<file path="src/rtl/vscg_pkg.sv">
// Shared constants, types and helper functions for the stroke character generator.
`default_nettype none
package vscg_pkg;

	localparam int STROKE_MEM_DEPTH  = 2048;
	localparam int GLYPH_COUNT       = 128;
	localparam int MAX_GLYPH_STROKES = 64;
	localparam int COORD_WIDTH       = 16;
	localparam int QUEUE_DEPTH       = 4;

	localparam int STROKE_ADDR_W = $clog2(STROKE_MEM_DEPTH);
	localparam int GLYPH_IDX_W   = $clog2(GLYPH_COUNT);
	localparam int LEN_W         = 7;
	localparam int WIDE_W        = COORD_WIDTH + 16;
	localparam int QUEUE_PTR_W   = $clog2(QUEUE_DEPTH);

	localparam logic [1:0] REQ_STROKE = 2'd0;
	localparam logic [1:0] REQ_GLYPH  = 2'd1;
	localparam logic [1:0] REQ_CURSOR = 2'd2;
	localparam logic [1:0] REQ_CHAR   = 2'd3;

	localparam logic [1:0] REG_STEP_X     = 2'd0;
	localparam logic [1:0] REG_STEP_Y     = 2'd1;
	localparam logic [1:0] REG_CHAR_PITCH = 2'd2;
	localparam logic [1:0] REG_DRAW_MODE  = 2'd3;

	localparam logic [1:0] AXIS_ZERO = 2'd0;
	localparam logic [1:0] AXIS_POS  = 2'd1;
	localparam logic [1:0] AXIS_NEG  = 2'd2;

	typedef logic signed [COORD_WIDTH-1:0] coord_t;
	typedef logic signed [WIDE_W-1:0] wide_t;
	typedef logic [STROKE_ADDR_W-1:0] saddr_t;
	typedef logic [GLYPH_IDX_W-1:0] glyph_idx_t;
	typedef logic [LEN_W-1:0] len_t;

	localparam wide_t COORD_MAX = wide_t'((64'sd1 <<< (COORD_WIDTH - 1)) - 64'sd1);
	localparam wide_t COORD_MIN = -COORD_MAX - wide_t'(1);

	typedef struct packed {
		logic [9:0] step_x;
		logic [9:0] step_y;
		logic [9:0] char_pitch;
		logic       draw_mode;
	} cfg_t;

	typedef struct packed {
		logic        is_store;
		logic [10:0] addr;
		logic [7:0]  data;
		len_t        len;
		coord_t      org_x;
		coord_t      org_y;
	} queue_entry_t;

	function automatic coord_t sat_coord(input wide_t v);
		coord_t r;
		if (v > COORD_MAX) begin
			r = coord_t'(COORD_MAX);
		end else if (v < COORD_MIN) begin
			r = coord_t'(COORD_MIN);
		end else begin
			r = coord_t'(v);
		end
		return r;
	endfunction

	function automatic logic [1:0] dir_x(input logic [2:0] d);
		logic [1:0] r;
		unique case (d)
			3'd1, 3'd2, 3'd3: r = AXIS_POS;
			3'd5, 3'd6, 3'd7: r = AXIS_NEG;
			default:          r = AXIS_ZERO;
		endcase
		return r;
	endfunction

	function automatic logic [1:0] dir_y(input logic [2:0] d);
		logic [1:0] r;
		unique case (d)
			3'd0, 3'd1, 3'd7: r = AXIS_POS;
			3'd3, 3'd4, 3'd5: r = AXIS_NEG;
			default:          r = AXIS_ZERO;
		endcase
		return r;
	endfunction

endpackage
`default_nettype wire

</file>
<file path="src/rtl/vscg_fifo.sv">
// Short command queue between the front end and the stroke walker.
`default_nettype none
module vscg_fifo (
	input  logic                   clk,
	input  logic                   arst_n,
	input  logic                   push_valid,
	output logic                   push_ready,
	input  vscg_pkg::queue_entry_t push_data,
	output logic                   pop_valid,
	input  logic                   pop_ready,
	output vscg_pkg::queue_entry_t pop_data
);
	import vscg_pkg::*;

	queue_entry_t             fifo_q [QUEUE_DEPTH];
	logic [QUEUE_PTR_W-1:0]   wr_ptr_q;
	logic [QUEUE_PTR_W-1:0]   rd_ptr_q;
	logic [QUEUE_PTR_W:0]     count_q;
	logic                     push;
	logic                     pop;

	assign push_ready = count_q != (QUEUE_PTR_W + 1)'(QUEUE_DEPTH);
	assign pop_valid  = count_q != '0;
	assign pop_data   = fifo_q[rd_ptr_q];
	assign push       = push_valid & push_ready;
	assign pop        = pop_valid & pop_ready;

	always_ff @(posedge clk) begin
		if (push) begin
			fifo_q[wr_ptr_q] <= push_data;
		end
	end

	always_ff @(posedge clk or negedge arst_n) begin
		if (!arst_n) begin
			wr_ptr_q <= '0;
			rd_ptr_q <= '0;
			count_q  <= '0;
		end else begin
			if (push) begin
				wr_ptr_q <= wr_ptr_q + 1'b1;
			end
			if (pop) begin
				rd_ptr_q <= rd_ptr_q + 1'b1;
			end
			if (push && !pop) begin
				count_q <= count_q + 1'b1;
			end else if (pop && !push) begin
				count_q <= count_q - 1'b1;
			end
		end
	end

endmodule
`default_nettype wire

</file>
<file path="config.mk">
export PLATFORM = sky130hd
export DESIGN_NAME = vscg_fifo
export DESIGN_NICKNAME = d
export VERILOG_FILES = /design/src/rtl/vscg_pkg.sv /design/src/rtl/vscg_fifo.sv
export SDC_FILE = /design/constraint.sdc
export NUM_CORES = 1
export LEC_CHECK = 0
export BUFFER_PORTS_ARGS = -buffer_cell sky130_fd_sc_hd__buf_2
export CAP_MARGIN = 40
export CORE_MARGIN = 2
export CORE_UTILIZATION = 51
export CTS_BUF_LIST = sky130_fd_sc_hd__clkbuf_16
export CTS_CLUSTER_DIAMETER = 60
export DETAILED_ROUTE_END_ITERATION = 10
export PLACE_DENSITY = 0.73
export SLEW_MARGIN = 20
export SYNTH_ARGS = -nofsm -noshare
export SYNTH_HDL_FRONTEND = slang
export SYNTH_SLANG_ARGS = --single-unit
</file>
<file path="constraint.sdc">
create_clock -name clk -period 2.8 [get_ports clk]
set_input_delay 0.84 -clock clk [delete_from_list [all_inputs] [get_ports clk]]
set_output_delay 0.84 -clock clk [all_outputs]
set_load 0.02 [all_outputs]
</file>
==> flow_summary.toml, run 1 <==
[synth]
yosys-top-cells-area = "edfxtp_1 (79%), mux4_2 (15%), dfrtp_1 (1.9%)"
yosys.area.top_type_share_pct = 78.82
ys_seq_area_share_pct = 80.77
synth_nets = 413
synth_area_mm2 = 0.008991
synth_cell_types = 20
yosys_register_bits = 243
yosys_warnings = 0
synth_area_leader_cell = "edfxtp_1"
avgSynthCellArea_um2 = 26.14
synthCells = 344

[cells_and_area]
fin_nets = 573
final_common_cell = "edfxtp_1"
fin_util_pct = 64.11
drive_gt1_share_pct = 47.22
final_cell_mix = "edfxtp_1 (236), buf_2 (103), mux4_2 (59)"
seq_area_mm2 = 0.007267
final_area_mm2 = 0.01105
multi_input_area_mm2 = 0.001554
fillerInstances = 1161
finalNonFillerCells = 747
syn_to_final_growth_pct = 22.91

[power_and_ir_drop]
p_leak_nw = 3.858
p_per_area_mw_per_mm2 = 1142
power_mw = 12.62
p_seq_share_pct = 39.7
p_sw_share_pct = 30.14
p_sw_mw = 3.804
ir_drop_uv = 659.6
combPwrFrac_pct = 35.7
p_int_mw = 8.815
clkPwrFrac_pct = 24.5

[floorplanning]
ioPinCount = 124
chipHeight_um = 136.8
fp.dieW_um = 136.8
start_util_pct = 52.16
design.core.area_mm2 = 0.01724
dieArea_mm2 = 0.01871
rows = 48

[grt]
antenna_found_initial = 1
grt.total_usage_pct = 17.21
grt_start_max_net_pins = 48
grt_pass1_wl_mm = 24.03
grt_pass1_vias = 4372
gr-total-overflow = 0

[worst_setup_path]
cp.required_ns = 1.96
start_kind = "register"
slowest_delay_ns = 0.50
crit_slowest_cell = "dfrtp_4"
worst-path-max-fanout = 5
critPathArrivalTime_ns = 1.94
critPathCaptureType = "primary output"
path_class = "register to primary output"
crit_chain = "buf_12, clkbuf_16, mux4_2, buf_2"

[route]
routedWlPerCell_um = 22.00
dr.pass1.iters = 5
ant_nets = 0
via_per_inst = 5.456
drc = 0
wirelength_mm = 16.44
initialDrtViolationCount = 255
vias = 4076

[clocking]
cts_hold_buffers = 0
htreeDepth = 1
clock-sinks = 243
cts_buffer_depth = 3
clk_latency_ns = 0.50
numCtsBuffers = 24
cts_root_buf = "clkbuf_16"
clkTransAtPathRegs_ns = 0.06
cts_tree = "yes"

[run]
maxCapViolCount = 0

[status]
outcome = "completed"

[timing]
postLayoutSetupSlackWorst_ns = 0.02207
finalSetupViolations = 0
fmax_mhz = 360.0
hold_viol_final = 0
drv_slew = 0
worstMarginPinSlew_ns = 0.4567
period_share_pct = 99.21
rsz0062_at_grt = "yes"
fin_worst_skew_ns = 0.009989
fin_crit_ns = 2.778
maxSlewHeadroom_pct = 69.55

[place]
dp_hpwl_mm = 9.183
portBuffers = 123
post-place-ws_ns = 0.3892
gp_congestion = 0.6824
place_area_mm2 = 0.009918
dp.cells = 691

[hold_path]
hold_class = "primary input to asynchronous set/reset pin"
-- what timing repair did --
item / in CTS / in global routing
cloned: 0 / 8
endpoints found under the setup margin: 16 / 28
pin swaps: 0 / 0
setup buffers: 0 / 4
gates resized for setup: 3 / 48
-- kinds of logic (layout without fill, tap and decap cells) --
logic type	after synthesis	count (layout)	synth area share [%]
simple gates	10	10	0.5706
flops	243	243	80.77
mux	61	61	15.07
other cells	0	1	0
fa+ha+maj	6	6	0.9185
compound gates	1	1	0.1252
xor+xnor	6	6	0.5845
buf+inv	17	194	1.962
-- cells in the mapped netlist --
master    count
fa_1          1
nor2_1        2
buf_12        6
dfrtp_1       7
buf_2         6
ha_1          5
inv_1         3
xnor2_1       4
or3_1         1
clkbuf_1      1
buf_6         1
edfxtp_1    236
nand3_1       1
mux2_2        2
mux4_1        1
nand2_1       2
a21boi_2      1
xor2_1        2
and2_1        4
mux4_2       58
-- path summary, 6_finish.rpt --
path / start / endpoint / slack [ns] / cells past startpoint
max in group asynchronous: arst_n / rd_ptr_q[0]$_DFFE_PN0P_ / 2.43 / 1
worst min-delay path: arst_n / count_q[0]$_DFFE_PN0P_ / 0.17 / 1
min in group clk: count_q[2]$_DFFE_PN0P_ / count_q[2]$_DFFE_PN0P_ / 0.53 / 1
worst max register to register: count_q[0]$_DFFE_PN0P_ / count_q[2]$_DFFE_PN0P_ / 0.64 / 8
worst min register to register: count_q[2]$_DFFE_PN0P_ / count_q[2]$_DFFE_PN0P_ / 0.53 / 1
worst max-delay path: rd_ptr_q[0]$_DFFE_PN0P_ / pop_data[39] / 0.02 / 4
-- final cells by class --
class | instances | share of cell area (%)
Clock inverter | 18 | 1.370
Antenna cell | 1 | 0.02264
Tap cell | 225 | 2.548
Inverter | 3 | 0.1019
Multi-Input combinational cell | 84 | 14.06
Timing Repair Buffer | 148 | 10.47
Clock buffer | 25 | 5.661
Sequential cell | 243 | 65.76
-- per-layer routing --
| metal | GRT usage (%) | wire, um | vias to the layer above |
|---|---|---|---|
| met2 | 29.50 | 8167 | 154 |
| li1 | - | - | 1792 |
| met4 | 3.895 | 205 | 0 |
| met5 | 0 | 0 | - |
| met1 | 22.33 | 6716 | 2110 |
| met3 | 4.593 | 1347 | 20 |
-- flip-flops by register name, summed over array words and instances (netlist names) --
register / flops
fifo_q: 236
count_q: 3
rd_ptr_q: 2
wr_ptr_q: 2
-- stage by stage --
step	TNS [ns]	hold slack [ns]
floorplan	0	0.4926
global placement	0	0.5179
detailed placement	0	0.5232
CTS	-0.01192	0.1554
global route	-0.3130	0.1577
finish	0	0.1721
-- power by group through the flow --
| stage | clock [mW] | sequential (mW) | combinational [mW] |
|---|---|---|---|
| floorplan | 0 | 5.01 | 2.81 |
| global placement | 0 | 5.04 | 3.84 |
| detailed placement | 0 | 5.09 | 3.88 |
| CTS | 3.17 | 5.03 | 3.93 |
| global route | 3.30 | 5.07 | 4.81 |
| finish | 3.10 | 5.01 | 4.51 |
-- critical path, delay by kind of cell, from the launching register on --
kind / cells / cell delay [ns]
flops: 1 / 0.50
buf+inv: 3 / 0.50
mux: 1 / 0.44
No activity file was read; power rests on OpenSTA's default activity.
==> inputs of run 2 (changes only) <==
CORE_UTILIZATION = 52   (was 51)
PLACE_DENSITY = 0.71   (was 0.73)
clock period = 2.82 ns   (was 2.8 ns; I/O delays follow)
==> flow_summary.toml, run 2 (same netlist as run 1, synthesis figures left out) <==
[status]
outcome = "finished with violations"
violations = "negative setup slack"

[power_and_ir_drop]
ir_drop_uv = 785.3
p_per_area_mw_per_mm2 = 1128
p_leak_nw = 3.860

[timing]
finalSetupTns_ns = -0.04099
hold_viol_final = 0
rsz0062_at_grt = "yes"
period_share_pct = 100.5
drv_slew = 0
fin_crit_ns = 2.835
worstMarginPinSlew_ns = 0.3841
maxSlewHeadroom_pct = 74.39
fin_worst_skew_ns = 0.008066
finalSetupViolations = 4
postLayoutSetupSlackWorst_ns = -0.01528
fmax_mhz = 352.7

[clocking]
cts_tree = "yes"
cts_hold_buffers = 0
clkTransAtPathRegs_ns = 0.05
clk_latency_ns = 0.51
clock-sinks = 243
cts_buffer_depth = 3
numCtsBuffers = 26
cts_root_buf = "clkbuf_16"
htreeDepth = 1

[grt]
grt_start_max_net_pins = 42
grt_pass1_vias = 4360
antenna_found_initial = 1
gr-total-overflow = 0
grt_pass1_wl_mm = 24.00
grt.total_usage_pct = 17.48

[floorplanning]
dieArea_mm2 = 0.01836
chipHeight_um = 135.5
fp.dieW_um = 135.5
ioPinCount = 124
start_util_pct = 52.53
design.core.area_mm2 = 0.01712
rows = 48

[route]
routedWlPerCell_um = 22.06
wirelength_mm = 16.52
ant_nets = 0
initialDrtViolationCount = 255
via_per_inst = 5.483
vias = 4107
dr.pass1.iters = 4
drc = 0

[cells_and_area]
diodes = 0
reg.largest.list = "fifo_q: 236 flops, count_q: 3 flops"
top_register = "fifo_q"
final_cell_mix = "edfxtp_1 (236), buf_2 (98), mux4_2 (58)"
final_common_cell = "edfxtp_1"
largest_reg_flops = 236
fin_nets = 573
fillerInstances = 1150
drive_gt1_share_pct = 47.71
fin_util_pct = 64.77
syn_to_final_growth_pct = 23.29

[worst_setup_path]
worst-path-max-fanout = 7
critPathArrivalTime_ns = 1.99
critPathCaptureType = "primary output"
path_class = "register to primary output"
reg2reg_slack_ns = 0.61
start_kind = "register"
cp.required_ns = 1.97

[run]
maxCapViolCount = 0

[place]
portBuffers = 123
gp_congestion = 0.7330
dp_hpwl_mm = 9.605

[hold_path]
hold_class = "primary input to asynchronous set/reset pin"
run 2: cell count changes in the layout (fill, tap and decap cells not counted), moves of 3 or more:
cell / before / now
buf_6: 19 / 26
and2_4: 0 / 4
clkinvlp_4: 1 / 4
buf_2: 103 / 98
and2_2: 4 / 0
buf_4: 10 / 4
clkinv_2: 1 / 6
bufinv_16: 3 / 0
run 2: critical path: stages (launching register included):
cell,delay (ns)
dfrtp_4,0.45
buf_8,0.16
clkbuf_16,0.18
mux4_2,0.54
buf_6,0.16
run 2: where the power goes:
part	switching [mW]	internal, mW
combinational	2.38	2.15
clock	1.27	1.73
sequential	0.193	4.78
run 2: path summary, 6_finish.rpt:
path | cells past startpoint | startpoint | endpoint
max reg2reg | 8 | count_q[0]$_DFFE_PN0P_ | count_q[2]$_DFFE_PN0P_
min | 1 | arst_n | count_q[2]$_DFFE_PN0P_
max | 4 | rd_ptr_q[0]$_DFFE_PN0P_ | pop_data[7]
min in group clk | 1 | count_q[2]$_DFFE_PN0P_ | count_q[2]$_DFFE_PN0P_
min reg2reg | 1 | count_q[2]$_DFFE_PN0P_ | count_q[2]$_DFFE_PN0P_
max in group asynchronous | 1 | arst_n | rd_ptr_q[0]$_DFFE_PN0P_
run 2: layout make-up:
class / instances / area (um2) / area share [%]
multi-input cells: 84 / 1563 / 14.10
well taps: 225 / 281.5 / 2.540
flip-flops and latches: 243 / 7267 / 65.55
repair buffers: 146 / 1186 / 10.70
clock buffers: 27 / 675.6 / 6.095
clock inverters: 21 / 101.3 / 0.9142
inverters: 3 / 11.26 / 0.1016
run 2: timing repair:
item | 4_1_cts | 5_1_grt
setup buffers | 0 | 2
hold endpoints to repair | 0 | 0
cloned | 0 | 6
endpoints found under the setup margin | 30 | 39
resized for setup | 5 | 52
run 2: metrics by stage:
step	std cells	cell area, um2	hold WS (ns)	total power [mW]	setup slack (ns)
CTS	741	10790	0.1493	12.09	-0.06862
finish	749	11090	0.1654	12.50	-0.01528
global route	749	11090	0.1504	13.06	-0.06089
global placement	693	9988	0.5077	8.908	0.4918
detailed placement	693	9988	0.5327	9.010	0.4741
floorplan	344	8996	0.4926	7.768	0.4870
run 2: metal layers:
metal | share of wire [%] | GRT usage (%) | up-vias
li1 | - | - | 1793
met1 | 41 | 22.87 | 2162
met2 | 51 | 29.92 | 128
met3 | 6.1 | 4.564 | 22
met4 | 1.5 | 3.993 | 2
met5 | 0.079 | 0 | -
